[src/design/mstt_ram.sv]
// Generic single-port-write, single-port-read RAM with a registered read.
// Depends on nothing.
`timescale 1ns / 1ps
`default_nettype none

module mstt_ram #(
    parameter int WIDTH = 8,
    parameter int DEPTH = 64
) (
    input  wire logic                     clk,
    input  wire logic                     we,
    input  wire logic [$clog2(DEPTH)-1:0] waddr,
    input  wire logic [WIDTH-1:0]         wdata,
    input  wire logic                     re,
    input  wire logic [$clog2(DEPTH)-1:0] raddr,
    output      logic [WIDTH-1:0]         rdata
);

    logic [WIDTH-1:0] mem_reg [DEPTH];
    logic [WIDTH-1:0] rdata_reg;

    // Write port.
    always_ff @(posedge clk)
    begin
        if (we)
        begin
            mem_reg[waddr] <= wdata;
        end
    end

    // Read port; data holds while no read is issued.
    always_ff @(posedge clk)
    begin
        if (re)
        begin
            rdata_reg <= mem_reg[raddr];
        end
    end

    assign rdata = rdata_reg;

endmodule

`default_nettype wire

[config.mk]
export PLATFORM = sky130hd
export DESIGN_NAME = mstt_ram
export DESIGN_NICKNAME = d
export VERILOG_FILES = /design/src/design/mstt_ram.sv
export SDC_FILE = /design/constraint.sdc
export NUM_CORES = 1
export LEC_CHECK = 0
export ABC_AREA = 0
export BUFFER_PORTS_ARGS = -buffer_cell sky130_fd_sc_hd__buf_2
export CORE_MARGIN = 1.5
export CORE_UTILIZATION = 55
export DETAILED_ROUTE_END_ITERATION = 16
export GPL_TIMING_DRIVEN = 0
export PLACE_DENSITY_LB_ADDON = 0.05
export SYNTH_ARGS = -nofsm -noshare
export SYNTH_HDL_FRONTEND = slang
export SYNTH_SLANG_ARGS = --single-unit
[constraint.sdc]
create_clock -name clk -period 2.75 [get_ports clk]
set_input_delay 0.275 -clock clk [delete_from_list [all_inputs] [get_ports clk]]
set_output_delay 0.275 -clock clk [all_outputs]
set_load 0.02 [all_outputs]
==> out/qor.yml <==
worstHoldStart: "re"
synth_largest_type_area_fraction: 0.7712
drt-pass1-iter-count: 5
hold_class: "in2reg"
maximum_number_of_pins_on_one_net_before_global_route_repair: 65
ctsResizeCount: 0
cpLargestDelayFamily: "buffers and inverters"
worstPathBufferInverterCount: 4
flops_latches_synth: 520
hold_viol_final: 0
max_clock_skew_ps: 18.38
worstPathMaxFanout: 10
post-route-period-util: 0.9623
drive_above_1_share: 0.2495
rrSetupSlack_ps: 270
worst_pin_slew_ps: 1320
dp_hpwl_mm: 29.82
final_design_area_no_fill_sq_um: 22600
detail_routed_via_count_per_cell: 6.358
antenna_violating_nets_post_route: 0
path_class: "in2reg"
floorplan.rows: 70
first_global_vias: 9879
cellLeakagePower_nw: 7.030
clock_latency_ps: 580
core_region_area_sq_um: 36430
hold-path-cell-count: 1
crit_cells: 7
start_of_the_worst_register_to_register_path: "mem_reg[3][5]"
worstRegToRegCells: 4
grt_pass1_wl_mm: 68.79
irDropWorstVdd_mv: 0.5972
p_total_mw: 16.57
globalRoute.totalOverflow: 0
cts_tree: "done"
power_per_cell_area_nw_per_um2: 733.4
grtUsageTotal: 0.2597
detail_route.iter0.violations: 1045
highest_clock_rate_ghz: 0.3779
synth_top_cell_by_area: "sky130_fd_sc_hd__edfxtp_1"
die_span_y_um: 194.9
finalSetupViolations: 0
ios: 31
path_common_cell: "sky130_fd_sc_hd__buf_2"
detailroute.via_count: 9683
worst_slack_ps: 103.6
max_slew_headroom: 0.1202
placed_cell_area_sq_um: 20940
clock-root-buffer: "sky130_fd_sc_hd__clkbuf_16"
status: "complete, no violations"
syn_to_final_growth_pct: 11.60
antenna_found_initial: 1
portBuffers: 22
ctsHoldBuffers: 0
netlist_top_cells_area: "sky130_fd_sc_hd__edfxtp_1, sky130_fd_sc_hd__mux4_2, sky130_fd_sc_hd__nor2_1, sky130_fd_sc_hd__mux2i_1, sky130_fd_sc_hd__mux2_2"
cts-buffers-inserted: 51
fin_worst_hold_slack_ps: 91.38
post_synthesis_instance_total: 940
avgSynthCellArea_sq_um: 21.54
synth_edf_count: 520
yosysUniqueCellTypes: 39
htree_levels: 2
grt_setup_unrepaired: "false"
die-width_um: 194.9
initial_utilization: 0.5557
crit_path_max_incr_delay_ps: 660
synthesis.area_sq_um: 20250
route.detailed.drc: 0
crit-reg2reg-capture: "rdata[5]"
routed_wire_length_per_instance_um: 31.16
data_required_time_at_the_worst_endpoint_ps: 3030
final_net_count: 1038
report.final.slew_viol_count: 0
worstHoldEndpoint: "rdata[3]"
synth_warnings: 0
placement.setup.worst_slack_ps: -473.1
worst_path_max_delay_cell: "sky130_fd_sc_hd__clkbuf_1"
critical_path.cell_chain: "buf_2 -> buf_4 -> clkbuf_1 -> buf_2 -> o221ai_1 -> o21a_1 -> o41ai_1"
cts-root-to-sink-buffers: 3
setup.worst_path.end_class: "flop"
clock_slew_at_the_register_clock_pins_of_the_worst_setup_and_hold_paths_ps: 60
total_nets_after_synthesis: 963
wl_mm: 47.45
post_cts_setup_buffers: 0
post-route-min-period_ps: 2646
seq_area_frac_synth: 0.7712
critical_path.startpoint_type: "input pin"
crit_path_dat_ps: 2920
die_area_sq_um: 37970
ys_async_sr_fraction: 0
clkSinkCount: 520
yosys_most_used_dff: "sky130_fd_sc_hd__edfxtp_1"
gpl.final_weighted_congestion: 0.8965
max_cap_viol_count: 0
largest_register_ff_count: 512
==> per-stage QoR <==
step           setup TNS, ps  std cells    util
4_1_cts                    0       1522  0.6199
5_1_grt                    0       1522  0.6201
3_5_place_dp           -3290       1430  0.5748
3_3_place_gp           -2771       1430  0.5748
6_report                   0       1523  0.6202
2_1_floorplan              0        940       -
==> where the power goes <==
group	total (mW)	internal (mW)	switching [mW]
Clock	6.89	4.06	2.83
Combinational	0.866	0.306	0.561
Sequential	8.81	8.80	0.0153
Total	16.6	13.2	3.41
==> worst max path at each step <==
stage	startpoint	end	slack [ps]
floorplan	raddr[1]	rdata[3]	670
global placement	raddr[2]	rdata[3]	-460
detailed placement	raddr[2]	rdata[3]	-470
CTS	raddr[2]	rdata[3]	130
global route	raddr[2]	rdata[3]	60
finish	raddr[2]	rdata[3]	100
==> layout make-up <==
class	count	area, sq um
Multi-Input combinational cell	369	4320
Timing Repair Buffer	23	115.1
Tap cell	468	585.6
Clock inverter	28	276.5
Sequential cell	520	15620
Buffer	50	312.8
Fill cell	2536	13840
Antenna cell	1	2.502
Clock buffer	64	1368
==> metal layers <==
layer,global-route usage,routed length [um],part of all wire
met3,0.04043,3129,0.066
met1,0.3729,19980,0.42
met5,0,13,0.00027
met4,0.07895,1176,0.025
met2,0.4188,23160,0.49
==> cell usage in the layout (no fill, tap or decap), types with 8 or more instances in the layout <==
| master | instances |
|---|---|
| sky130_fd_sc_hd__nand2_1 | 19 |
| sky130_fd_sc_hd__nand3_1 | 13 |
| sky130_fd_sc_hd__clkbuf_16 | 53 |
| sky130_fd_sc_hd__mux2_2 | 13 |
| sky130_fd_sc_hd__clkinv_1 | 13 |
| sky130_fd_sc_hd__nor2b_1 | 14 |
| sky130_fd_sc_hd__clkinv_2 | 8 |
| sky130_fd_sc_hd__edfxtp_1 | 520 |
| sky130_fd_sc_hd__o22ai_1 | 8 |
| sky130_fd_sc_hd__mux2i_1 | 23 |
| sky130_fd_sc_hd__nor2_1 | 83 |
| sky130_fd_sc_hd__clkbuf_1 | 28 |
| sky130_fd_sc_hd__buf_2 | 33 |
| sky130_fd_sc_hd__mux4_2 | 126 |
| sky130_fd_sc_hd__buf_4 | 13 |
| sky130_fd_sc_hd__o221ai_1 | 8 |
==> synth_stat cells, types with 3 or more instances <==
library cell / n
sky130_fd_sc_hd__nand3_1: 13
sky130_fd_sc_hd__a21oi_1: 3
sky130_fd_sc_hd__a22oi_1: 3
sky130_fd_sc_hd__clkbuf_1: 17
sky130_fd_sc_hd__nand3b_1: 3
sky130_fd_sc_hd__nor3_1: 7
sky130_fd_sc_hd__edfxtp_1: 520
sky130_fd_sc_hd__buf_1: 4
sky130_fd_sc_hd__o2111ai_1: 3
sky130_fd_sc_hd__a221oi_1: 6
sky130_fd_sc_hd__nand2b_1: 7
sky130_fd_sc_hd__buf_6: 4
sky130_fd_sc_hd__nor2_1: 83
sky130_fd_sc_hd__buf_4: 13
sky130_fd_sc_hd__o221ai_1: 8
sky130_fd_sc_hd__o22ai_1: 8
sky130_fd_sc_hd__o2bb2ai_1: 3
sky130_fd_sc_hd__a211oi_1: 4
sky130_fd_sc_hd__nor2b_1: 14
sky130_fd_sc_hd__nand2_1: 19
sky130_fd_sc_hd__mux2i_1: 23
sky130_fd_sc_hd__mux2_2: 13
sky130_fd_sc_hd__buf_2: 11
sky130_fd_sc_hd__mux4_2: 126
==> cell families (layout without fill, tap and decap cells) <==
kind of cell,count (synthesis),count (layout),synth area share
mux,162,162,0.1588
other cells,0,1,0
buf+inv,51,165,0.01563
simple gates,153,153,0.03374
flops,520,520,0.7712
compound gates,54,54,0.02064
Power figures use the tool's default switching activity.
